**src/sv/lkvc_pkg.sv**
```systemverilog
`timescale 1ns / 1ps
// ----------------------------------------------------------------------------
// lkvc_pkg: shared types and constants
// Request word layout, miss value and the word passed from front to back.
// ----------------------------------------------------------------------------
package lkvc_pkg;
  localparam logic REQ_GET = 1'b0;
  localparam logic REQ_PUT = 1'b1;
  localparam logic [31:0] MISS_VALUE = 32'hFFFF_FFFF;
  localparam logic [4:0] CAP_RESET = 5'd16;

  typedef struct packed {
    logic        req_type;
    logic [31:0] key;
    logic [31:0] value;
  } req_t;
endpackage

```
**src/sv/lkvc_req_if.sv**
```systemverilog
`timescale 1ns / 1ps
// ----------------------------------------------------------------------------
// lkvc_req_if: request channel
// Valid/ready channel carrying one get or put request.
// ----------------------------------------------------------------------------
interface lkvc_req_if;
  logic               valid;
  logic               ready;
  logic               req_type;
  logic signed [31:0] key;
  logic signed [31:0] value;
  modport source (output valid, req_type, key, value, input ready);
  modport sink   (input valid, req_type, key, value, output ready);
endinterface

```
**src/sv/lkvc_rsp_if.sv**
```systemverilog
`timescale 1ns / 1ps
// ----------------------------------------------------------------------------
// lkvc_rsp_if: result channel
// Valid/ready channel carrying one get result.
// ----------------------------------------------------------------------------
interface lkvc_rsp_if;
  logic               valid;
  logic               ready;
  logic               found;
  logic signed [31:0] read_value;
  modport source (output valid, found, read_value, input ready);
  modport sink   (input valid, found, read_value, output ready);
endinterface

```
**src/sv/lkvc_queue.sv**
```systemverilog
`timescale 1ns / 1ps
// ----------------------------------------------------------------------------
// lkvc_queue: request queue
// Two-entry FIFO between the front end and the cache engine.
// ----------------------------------------------------------------------------
module lkvc_queue (
  input  logic           clk,
  input  logic           rst_n,
  input  logic           flush,
  input  logic           wr_en,
  input  lkvc_pkg::req_t wr_data,
  output logic           full,
  output logic           rd_valid,
  input  logic           rd_en,
  output lkvc_pkg::req_t rd_data
);
  lkvc_pkg::req_t mem_r [2];
  logic       wp_r, rp_r;
  logic [1:0] cnt_r;

  assign full     = (cnt_r == 2'd2);
  assign rd_valid = (cnt_r != 2'd0);
  assign rd_data  = mem_r[rp_r];

  always_ff @(posedge clk) begin
    if (wr_en) mem_r[wp_r] <= wr_data;
  end

  always_ff @(posedge clk) begin
    if (!rst_n || flush) begin
      wp_r  <= 1'b0;
      rp_r  <= 1'b0;
      cnt_r <= 2'd0;
    end else begin
      if (wr_en) wp_r <= ~wp_r;
      if (rd_en) rp_r <= ~rp_r;
      cnt_r <= cnt_r + {1'b0, wr_en} - {1'b0, rd_en};
    end
  end
endmodule

```
**src/sv/lkvc_engine.sv**
```systemverilog
`timescale 1ns / 1ps
// ----------------------------------------------------------------------------
// lkvc_engine: cache engine
// Scans entries one per cycle for key match, oldest entry and free slot,
// then writes the result register and updates ages in a second sweep.
// ----------------------------------------------------------------------------
module lkvc_engine #(
  parameter int CAPACITY = 16
) (
  input  logic                         clk,
  input  logic                         rst_n,
  input  logic                         flush,
  input  logic [$clog2(CAPACITY+1)-1:0] cap_eff,
  input  logic                         req_valid,
  input  lkvc_pkg::req_t               req,
  output logic                         req_take,
  output logic                         rsp_valid,
  input  logic                         rsp_ready,
  output logic                         rsp_found,
  output logic [31:0]                  rsp_value
);
  localparam int IW = (CAPACITY > 1) ? $clog2(CAPACITY) : 1;
  localparam int CW = $clog2(CAPACITY+1);

  localparam logic [1:0] ST_IDLE = 2'd0;
  localparam logic [1:0] ST_SCAN = 2'd1;
  localparam logic [1:0] ST_AGE  = 2'd2;
  localparam logic [1:0] ST_DONE = 2'd3;

  // Per-entry registers: each entry compared at its own fixed place is
  // avoided; keys/values are read at the scan index only.
  logic [31:0] key_mem [CAPACITY];
  logic [31:0] val_mem [CAPACITY];
  logic [IW-1:0] age_r [CAPACITY];
  logic [CAPACITY-1:0] vld_r;
  logic [CW-1:0] used_r;

  logic [1:0]    st_r;
  lkvc_pkg::req_t cur_r;
  logic [IW-1:0] idx_r;
  logic          hit_r;
  logic [IW-1:0] hit_idx_r;
  logic          old_ok_r;
  logic [IW-1:0] old_idx_r, old_age_r;
  logic          free_ok_r;
  logic [IW-1:0] free_idx_r;
  logic [IW-1:0] slot_r, thr_r;
  logic          newk_r;
  logic          rv_r, rf_r;
  logic [31:0]   rd_r;

  logic last;
  assign last      = (idx_r == IW'(CAPACITY-1));
  assign req_take  = (st_r == ST_IDLE) && req_valid && !rv_r;
  assign rsp_valid = rv_r;
  assign rsp_found = rf_r;
  assign rsp_value = rd_r;

  // Key store is read one entry ahead so the key for idx_r sits in a register.
  logic [31:0]   key_rd_r, hit_val_r;
  logic [IW-1:0] idx_inc;
  assign idx_inc = idx_r + 1'b1;

  always_ff @(posedge clk) begin
    if (!rst_n || flush) begin
      st_r   <= ST_IDLE;
      vld_r  <= '0;
      used_r <= '0;
      rv_r   <= 1'b0;
      for (int i = 0; i < CAPACITY; i++) age_r[i] <= '0;
    end else begin
      if (rv_r && rsp_ready) rv_r <= 1'b0;
      unique case (st_r)
        ST_IDLE: begin
          if (req_take) begin
            cur_r     <= req;
            idx_r     <= '0;
            key_rd_r  <= key_mem[0];
            hit_r     <= 1'b0;
            old_ok_r  <= 1'b0;
            free_ok_r <= 1'b0;
            st_r      <= ST_SCAN;
          end
        end
        ST_SCAN: begin
          if (vld_r[idx_r]) begin
            if (!hit_r && key_rd_r == cur_r.key) begin
              hit_r     <= 1'b1;
              hit_idx_r <= idx_r;
              hit_val_r <= val_mem[idx_r];
            end
            if (!old_ok_r || age_r[idx_r] > old_age_r) begin
              old_ok_r  <= 1'b1;
              old_idx_r <= idx_r;
              old_age_r <= age_r[idx_r];
            end
          end else if (!free_ok_r) begin
            free_ok_r  <= 1'b1;
            free_idx_r <= idx_r;
          end
          key_rd_r <= key_mem[idx_inc];
          idx_r    <= idx_inc;
          if (last) st_r <= ST_DONE;
        end
        ST_DONE: begin
          // Decide the action; age sweep follows unless a get misses or a put finds no slot.
          idx_r <= '0;
          if (hit_r) begin
            newk_r <= 1'b0;
            slot_r <= hit_idx_r;
            thr_r  <= age_r[hit_idx_r];
            if (cur_r.req_type == lkvc_pkg::REQ_PUT)
              val_mem[hit_idx_r] <= cur_r.value;
            else begin
              rv_r <= 1'b1;
              rf_r <= 1'b1;
              rd_r <= hit_val_r;
            end
            st_r <= ST_AGE;
          end else if (cur_r.req_type == lkvc_pkg::REQ_GET) begin
            rv_r <= 1'b1;
            rf_r <= 1'b0;
            rd_r <= lkvc_pkg::MISS_VALUE;
            st_r <= ST_IDLE;
          end else begin
            newk_r <= 1'b1;
            if (used_r >= cap_eff && old_ok_r) begin
              slot_r <= old_idx_r;
              vld_r[old_idx_r] <= 1'b0;
              key_mem[old_idx_r] <= cur_r.key;
              val_mem[old_idx_r] <= cur_r.value;
              used_r <= used_r - 1'b1;
              st_r <= ST_AGE;
            end else if (free_ok_r) begin
              slot_r <= free_idx_r;
              key_mem[free_idx_r] <= cur_r.key;
              val_mem[free_idx_r] <= cur_r.value;
              st_r <= ST_AGE;
            end else begin
              st_r <= ST_IDLE;
            end
          end
        end
        ST_AGE: begin
          // One entry per cycle: age younger (touch) or all valid (insert).
          if (idx_r == slot_r) begin
            age_r[idx_r] <= '0;
          end else if (vld_r[idx_r] && (newk_r || age_r[idx_r] < thr_r)) begin
            age_r[idx_r] <= age_r[idx_r] + 1'b1;
          end
          idx_r <= idx_inc;
          if (last) begin
            if (newk_r) begin
              vld_r[slot_r] <= 1'b1;
              used_r <= used_r + 1'b1;
            end
            st_r <= ST_IDLE;
          end
        end
        default: st_r <= ST_IDLE;
      endcase
    end
  end
endmodule

```
**src/sv/lru_key_value_cache_top.sv**
```systemverilog
`timescale 1ns / 1ps
// ----------------------------------------------------------------------------
// lru_key_value_cache_top: LRU key-value cache
// Fully associative get/put store with least-recently-used replacement.
// ----------------------------------------------------------------------------
// channel | dir | handshake      | word
// in_     | in  | valid / ready  | req_type, key, value
// out_    | out | valid / ready  | found, read_value (gets only)
// cfg_    | in  | wr_en          | capacity_in_use
//
// A request passes through the engine as key scan, decide and age sweep
// (a get miss skips the age sweep); each sweep goes one entry per cycle
// over the entry store. The front queue holds two words while the
// engine works. Reset is synchronous; writing capacity empties the store.
// A result waits in the output register until taken; the next word is
// started once that register is free.
// ----------------------------------------------------------------------------
module lru_key_value_cache_top #(
  parameter int CAPACITY = 16
) (
  input  logic        clk,
  input  logic        rst_n,
  lkvc_req_if.sink    in_ch,
  lkvc_rsp_if.source  out_ch,
  input  logic        cfg_wr_en,
  input  logic [4:0]  cfg_wr_data
);
  localparam int CW = $clog2(CAPACITY+1);

  logic [4:0] cap_r;
  logic [CW-1:0] cap_eff;
  logic q_full, q_valid, take;
  lkvc_pkg::req_t q_in, q_out;
  logic [31:0] rd_val;

  // Hold the capacity register; zero acts as one, clamp to CAPACITY.
  always_ff @(posedge clk) begin
    if (!rst_n) cap_r <= lkvc_pkg::CAP_RESET;
    else if (cfg_wr_en) cap_r <= cfg_wr_data;
  end

  always_comb begin
    if (cap_r == 5'd0) cap_eff = CW'(1);
    else if (32'(cap_r) > CAPACITY) cap_eff = CW'(CAPACITY);
    else cap_eff = CW'(cap_r);
  end

  assign in_ch.ready = !q_full;
  assign q_in = '{req_type: in_ch.req_type, key: in_ch.key, value: in_ch.value};

  lkvc_queue u_queue (
    .clk(clk), .rst_n(rst_n), .flush(cfg_wr_en),
    .wr_en(in_ch.valid && !q_full), .wr_data(q_in), .full(q_full),
    .rd_valid(q_valid), .rd_en(take), .rd_data(q_out)
  );

  lkvc_engine #(.CAPACITY(CAPACITY)) u_engine (
    .clk(clk), .rst_n(rst_n), .flush(cfg_wr_en), .cap_eff(cap_eff),
    .req_valid(q_valid), .req(q_out), .req_take(take),
    .rsp_valid(out_ch.valid), .rsp_ready(out_ch.ready),
    .rsp_found(out_ch.found), .rsp_value(rd_val)
  );

  assign out_ch.read_value = rd_val;
endmodule

```
**src/flat_wrapper.sv**
```systemverilog
// flat-port wrapper written by rule: the top's interface ports become plain ports
module lru_key_value_cache_top_flat 
#(
  parameter int CAPACITY = 16
)
  (clk, rst_n, cfg_wr_en, cfg_wr_data, in_ch_valid, in_ch_req_type, in_ch_key, in_ch_value, in_ch_ready, out_ch_valid, out_ch_found, out_ch_read_value, out_ch_ready);
  lkvc_req_if in_ch_i ();
  lkvc_rsp_if out_ch_i ();
  input  logic clk;
  input  logic rst_n;
  input  logic cfg_wr_en;
  input  logic [4:0] cfg_wr_data;
  input wire logic [$bits(in_ch_i.valid)-1:0] in_ch_valid;
  input wire logic [$bits(in_ch_i.req_type)-1:0] in_ch_req_type;
  input wire logic [$bits(in_ch_i.key)-1:0] in_ch_key;
  input wire logic [$bits(in_ch_i.value)-1:0] in_ch_value;
  output wire logic [$bits(in_ch_i.ready)-1:0] in_ch_ready;
  output wire logic [$bits(out_ch_i.valid)-1:0] out_ch_valid;
  output wire logic [$bits(out_ch_i.found)-1:0] out_ch_found;
  output wire logic [$bits(out_ch_i.read_value)-1:0] out_ch_read_value;
  input wire logic [$bits(out_ch_i.ready)-1:0] out_ch_ready;
  assign in_ch_i.valid = in_ch_valid;
  assign in_ch_i.req_type = in_ch_req_type;
  assign in_ch_i.key = in_ch_key;
  assign in_ch_i.value = in_ch_value;
  assign in_ch_ready = in_ch_i.ready;
  assign out_ch_valid = out_ch_i.valid;
  assign out_ch_found = out_ch_i.found;
  assign out_ch_read_value = out_ch_i.read_value;
  assign out_ch_i.ready = out_ch_ready;
  lru_key_value_cache_top #(.CAPACITY(CAPACITY)) u_core (.clk(clk), .rst_n(rst_n), .in_ch(in_ch_i), .out_ch(out_ch_i), .cfg_wr_en(cfg_wr_en), .cfg_wr_data(cfg_wr_data));
endmodule
```
**config.mk**
```make
export PLATFORM = sky130hd
export DESIGN_NAME = lru_key_value_cache_top_flat
export DESIGN_NICKNAME = d
export VERILOG_FILES = /design/src/sv/lkvc_pkg.sv /design/src/sv/lkvc_req_if.sv /design/src/sv/lkvc_rsp_if.sv /design/src/sv/lkvc_queue.sv /design/src/sv/lkvc_engine.sv /design/src/sv/lru_key_value_cache_top.sv /design/src/flat_wrapper.sv
export SDC_FILE = /design/constraint.sdc
export NUM_CORES = 2
export LEC_CHECK = 0
export BUFFER_PORTS_ARGS = -buffer_cell sky130_fd_sc_hd__buf_2
export CAP_MARGIN = 0
export CORE_ASPECT_RATIO = 1.1
export CORE_MARGIN = 2
export CORE_UTILIZATION = 53
export CTS_CLUSTER_DIAMETER = 40
export DETAILED_ROUTE_END_ITERATION = 10
export GPL_TIMING_DRIVEN = 0
export PLACE_DENSITY = 0.72
export SKIP_CTS_REPAIR_TIMING = 1
export SYNTH_ARGS = -nofsm -noshare
export SYNTH_HDL_FRONTEND = slang
export SYNTH_SLANG_ARGS = --single-unit
```
**constraint.sdc**
```tcl
create_clock -name clk -period 4 [get_ports clk]
set_input_delay 0.4 -clock clk [delete_from_list [all_inputs] [get_ports clk]]
set_output_delay 0.4 -clock clk [all_outputs]
set_load 0.05 [all_outputs]
```
After elaboration in Yosys (flattened, before gate mapping)

Memories as Yosys holds them, arrays and structs flattened. A register that Yosys moved wholly into a read port is not among the register bits.
Index checks and enable logic that the tools add are counted.

Bitwise gates (word level): 10
Magnitude comparators: 9
Reductions and logical operators: 44
Add/subtract/negate cells: 6
Mux-type cells: 100
Equal/unequal tests: 18

Operators by type and width:

| operator            | count |
|---|---|
| $mux 32             | 7 |
| $reduce_or 32->1    | 3 |
| $mux 16             | 5 |
| $pmux 32 s2         | 1 |
| $mux 1              | 51 |
| $mux 4              | 12 |
| $mux 5              | 7 |
| $eq 32x32->1        | 1 |
| $pmux 16 s2         | 1 |
| $ne 2x2->1 const B  | 10 |
| $reduce_and 4->1    | 5 |
| $reduce_and 3->1    | 6 |
| $and 16x16->16      | 1 |
| $not 16->16         | 1 |
| $or 16x16->16       | 1 |
| $lt 4x5->1 const B  | 3 |
| $mux 2              | 7 |
| $pmux 4 s3          | 1 |
| $pmux 5 s2          | 1 |
| $reduce_and 5->1    | 2 |
| $logic_and 1x1->1   | 9 |
| $add 4x1->4 const B | 2 |
| $demux 1 s4         | 2 |
| $ge 4x1->1 const B  | 2 |
| 28 further kinds    | 46 |

Bits of input ports: 75
Memories: 4
Bits in registers: 126
Bits in writable memories: 1218

Memories:

| name                    | depth | bits a word | read ports | clocked after memory_dff | write ports | RTL line          | text |
|---|---|---|---|---|---|---|---|
| u_core.u_engine.key_mem | 16    | 32          | 2          | 0                        | 1           | lkvc_engine.sv:32 | `logic [31:0] key_mem [CAPACITY];` |
| u_core.u_engine.val_mem | 16    | 32          | 1          | 1                        | 1           | lkvc_engine.sv:33 | `logic [31:0] val_mem [CAPACITY];` |
| u_core.u_queue.mem_r    | 2     | 65          | 1          | 1                        | 1           | lkvc_queue.sv:17  | `lkvc_pkg::req_t mem_r [2];` |
| u_core.u_engine.age_r   | 16    | 4           | 2          | 2                        | 16          | lkvc_engine.sv:34 | `logic [IW-1:0] age_r [CAPACITY];` |

Logic depth before layout (Yosys ltp)

Depth in word-level cells: 14
Mapped depth: 14

Cells and area by module

A second synthesis with hierarchy kept.

Cells, all modules: 2577
Area, all modules: 56618.1 sq um

By module, submodules not included:

| module                  | cells each | area an instance (sq um) | times used | sequential area each (sq um) |
|---|---|---|---|---|
| lkvc_engine             | 2327       | 51264.2                  | 1          | 39057.5 |
| lkvc_queue              | 225        | 5122.4                   | 1          | 4003.8 |
| lru_key_value_cache_top | 25         | 231.5                    | 1          | 100.1 |

Worst setup path before layout

OpenSTA, ideal clock, no wires.

Kind: reg-to-reg
Start point: register u_core.u_engine.idx_r[3]
End point: register u_core.u_engine.hit_idx_r[0] (enable)
Stages on the path, launching flop included: 10
Arrival: 3.979 ns
Slack: -0.453 ns
Required time: 3.526 ns
Clock period less this slack: 4.453 ns
Path buffers: 2
Cells stage by stage: edfxtp_1 > buf_2 > buf_2 > mux2i_1 > a22oi_1 > nand3_1 > and2_1 > inv_1 > nand4_1 > nor3_1

Word-level cells in the longest chain between the ends: 3

Ends and longest elaborated chain:

| item                         | RTL line           | text |
|---|---|---|
| start: declaration           | lkvc_engine.sv:40  | `logic [IW-1:0] idx_r;` |
| start signal: assignment     | lkvc_engine.sv:102 | `idx_r <= idx_inc;` |
| start signal: assignment     | lkvc_engine.sv:151 | `idx_r <= idx_inc;` |
| $bmux 1 s4                   | lkvc_engine.sv:86  | `if (vld_r[idx_r]) begin` |
| $mux 1 (implied by the code) | lkvc_engine.sv:86  |  |
| $reduce_and 4->1 (no line)   | --                 |  |
| end signal: assignment       | lkvc_engine.sv:89  | `hit_idx_r <= idx_r;` |
| end: declaration             | lkvc_engine.sv:42  | `logic [IW-1:0] hit_idx_r;` |

No other way between the ends. The select of a mux whose other input is x is not followed.
A chain may end at the register's enable or synchronous reset.

Worst setup path after layout

Start point: register u_core.u_engine.idx_r[2]
End point: register u_core.u_engine.key_rd_r[20] (data pin)

Word-level cells in the longest chain between the ends: 3

Ends and longest elaborated chain:

| item                   | RTL line           | text |
|---|---|---|
| $add 4x1->4            | lkvc_engine.sv:62  | `assign idx_inc = idx_r + 1'b1;` |
| $mem_v2 16x32          | --                 |  |
| $pmux 32 s2            | lkvc_engine.sv:73  | `unique case (st_r)` |
| end signal: assignment | lkvc_engine.sv:78  | `key_rd_r <= key_mem[0];` |
| end signal: assignment | lkvc_engine.sv:101 | `key_rd_r <= key_mem[idx_inc];` |
| end: declaration       | lkvc_engine.sv:60  | `logic [31:0] key_rd_r, hit_val_r;` |

No other way between the ends.

==> summary.md <==
| Metric | Value |
|---|---|
| Status | finished, final reports clean |
| Yosys warns | 0 |
| Via density | 6.24 |
| Post-route antenna net violation count | 0 |
| Worst-Skew Late Latency | 770 ps |
| First-pass GRT wire length | 193,000 µm |
| Crit end category | register |
| Inst Count DP | 4,137 |
| DP Area | 59,800 µm² |
| CTS root buf | clkbuf_16 |
| Dominant cell type by area after synthesis | edfxtp_1 |
| Clock Sinks | 1,449 |
| Ratio of cells with drive above 1 in the final layout | 0.326 |
| Min Tclk post-route | 3990 ps |
| Flop pwr share | 0.487 |
| Routed WL | 137,000 µm |
| Avg WL per Cell | 30.0 µm |
| Fin area | 66,500 µm² |
| Initial core utilization | 0.533 |
| Int Pwr | 27.8 mW |
| FP Rows | 125 |
| DIE AREA | 109,000 µm² |
| Clock transition at path regs | 60 ps |
| Largest net degree at the start of global routing | 36 |
| WS Path Type | reg -> reg |
| Mapped Avg Cell Area | 21.7 µm² |
| Core area | 105,000 µm² |
| Final Cycle Share | 0.998 |
| TritonCTS clock tree | yes |
| DP Wirelength | 83,000 µm |
| Number of CTS-inserted buffers | 150 |
| Unrepaired setup endpoints after global routing | true |
| Most frequent cells in the layout | edfxtp_1, mux4_2, clkbuf_16 |
| Final Util | 0.631 |
| Max Clock Skew | 37.8 ps |
| Synthesis-stage register bit count | 1,449 |
| Die Wd | 314 µm |
| Clock power share | 0.394 |
| Setup TNS | 0 ps |
| Actual slew at the worst max-slew pin | 1440 ps |
| Routability cong. | 0.886 |
| Switching part of the total | 0.243 |
| Die H | 346 µm |
| Fmax achieved | 0.250 GHz |
| Initial drt markers | 3,587 |
| Final max-slew violation count | 0 |
| FFs w/ async S/R, synth | 0 |
| Post-route DRC | 0 |
| Slew HR | 0.0428 |
| Leak pwr | 21.4 nW |
| Post-Syn Nets | 2,689 |
| Area growth from synthesis to layout | 18.4% |
| Most used flip-flop cell after synthesis | edfxtp_1 |
| H-tree levels | 4 |
| Initial antenna violation count | 5 |
| I/O pin count | 110 |
| Global Route Usage Sum | 0.248 |
| Port Buffers | 108 |
| Syn Inst Count | 2,587 |
| Critical Path RT | 4500 ps |
| Comb power frac | 0.119 |
| CP Launch Type | register |
| Top cells by area, synth | edfxtp_1, mux4_2, mux2_2 |
| Fillers | 6,921 |
| Commonest non-fill, non-tap cell in the layout | edfxtp_1 |
| Post-synth EDFFs | 1,412 |
| NumNets Final | 3,129 |
| # setup viols final | 0 |
| Synth top area share | 0.754 |
| Via Count | 28,400 |
| HP Class | in -> reg |
| Max cap viols | 0 |
| Switching power | 8.91 mW |
| Crit path DAT | 4490 ps |
| Overflow after GRT | 0 |
| Synth cell types | 55 |
| Synth Cell Area | 56,200 µm² |
| Worst IR drop on VDD | 0.419 mV |
| Sequential element share of the synthesized area | 0.768 |
| P per Cell Area | 552 nW/µm² |
| Hold Vio Cnt, Final | 0 |
| Clock Path Buffers | 3 |
| Layout Cells excl Fill | 4,552 |
| Vias in the first global route | 29,000 |
| First-pass DRT Iterations | 5 |
| Critical path fanouts, max | 10 |
-- path summary, 6_finish.rpt --
kind,from,end,cells after the start,slack [ps]
min,in_ch_valid,u_core.u_queue.wp_r$_SDFFE_PN0P_,4,130
min reg2reg,u_core.u_engine.hit_r$_DFFE_PP_,u_core.u_engine.rsp_found$_DFFE_PP_,0,460
max reg2reg,u_core.u_engine.idx_r[2]$_DFFE_PP_,u_core.u_engine.key_rd_r[20]$_DFFE_PP_,7,7
max,u_core.u_engine.idx_r[2]$_DFFE_PP_,u_core.u_engine.key_rd_r[20]$_DFFE_PP_,7,7
-- sequential cells by signal, summed over array words and instances (netlist names), 2 cells and up, named ones only --
register                    count
u_core.u_engine.key_rd_r       32
u_core.u_engine.val_mem       512
u_core.u_queue.cnt_r            2
u_core.u_engine.thr_r           4
u_core.u_engine.vld_r          16
u_core.u_engine.used_r          5
u_core.u_engine.old_age_r       4
u_core.u_engine.rsp_value      32
u_core.u_engine.key_mem       512
u_core.u_engine.free_idx_r      4
u_core.u_engine.slot_r          4
u_core.u_queue.mem_r          130
u_core.u_engine.age_r          64
u_core.cap_r                    5
u_core.u_engine.st_r            2
u_core.u_engine.idx_r           4
u_core.u_engine.hit_idx_r       4
u_core.u_engine.cur_r          65
u_core.u_engine.hit_val_r      32
u_core.u_engine.old_idx_r       4
-- cells in the mapped netlist, drive strengths merged, types with 2 or more instances --
cell type     n
a211oi        8
a21o          7
a21oi        40
a22o          2
a22oi         5
a31oi         2
a32oi         3
and2          5
and3          6
buf          50
clkbuf       72
dfxtp        37
edfxtp     1412
ha           26
inv          28
mux2        104
mux2i        20
mux4        357
nand2        53
nand2b       40
nand3        20
nand4        12
nand4b        2
nor2        125
nor2b        21
nor3         12
nor3b         2
nor4          3
o211ai       17
o21ai        34
or4b          2
xnor2        39
xor2         10
-- critical path, stage by stage, from the launching register on --
cell      delay (ps)
edfxtp_1         420
clkbuf_1         600
and2_1           260
nand2_1           70
xor2_1           910
clkbuf_1         750
mux4_2           420
mux2_2           290
-- cell type report --
cell class / instances / area, µm² / share of cell area
Sequential cell: 1449 / 43100 / 0.648
Multi-Input combinational cell: 990 / 12800 / 0.193
Clock buffer: 174 / 3890 / 0.0585
Timing Repair Buffer: 286 / 2920 / 0.0439
Tap cell: 1397 / 1750 / 0.0263
Clock inverter: 105 / 1340 / 0.0201
Buffer: 122 / 562 / 0.00844
Inverter: 28 / 105 / 0.00158
Antenna cell: 1 / 2.50 / 0.0000376
-- power groups by stage --
stage,clock [mW],sequential (mW),combinational (mW)
after detailed placement,0,18.2,4.23
after global placement,0,18.2,4.06
after global routing,15.2,17.9,4.59
after CTS,14.6,17.9,4.28
final,14.5,17.9,4.36
after floorplan,0,18.0,2.84
-- per-stage QoR --
stage | power, mW | setup WS, ps | hold WS [ps]
2_1_floorplan | 20.8 | -281 | 424
3_3_place_gp | 22.2 | -2370 | 430
3_5_place_dp | 22.4 | -583 | 445
4_1_cts | 36.7 | -623 | -220
5_1_grt | 37.7 | -70.9 | 168
6_report | 36.7 | 6.58 | 135
-- kinds of logic (layout without fill, tap and decap cells) --
kind of cell	count (synthesis)	after routing	synth area share
fa+ha+maj	27	27	0.00614
flops	1449	1449	0.768
compound gates	124	124	0.0137
mux	481	481	0.168
xor+xnor	49	49	0.00764
other cells	0	1	0
buf+inv	150	715	0.0112
simple gates	307	309	0.0262
-- routing by layer --
layer,wire (µm),GRT usage,up-vias
met4,4700,0.0904,6
met3,10500,0.0416,310
met1,49100,0.313,14900
met5,34,0,-
met2,72400,0.433,1537
li1,-,-,11600
No activity file was read; power rests on OpenSTA's default activity.
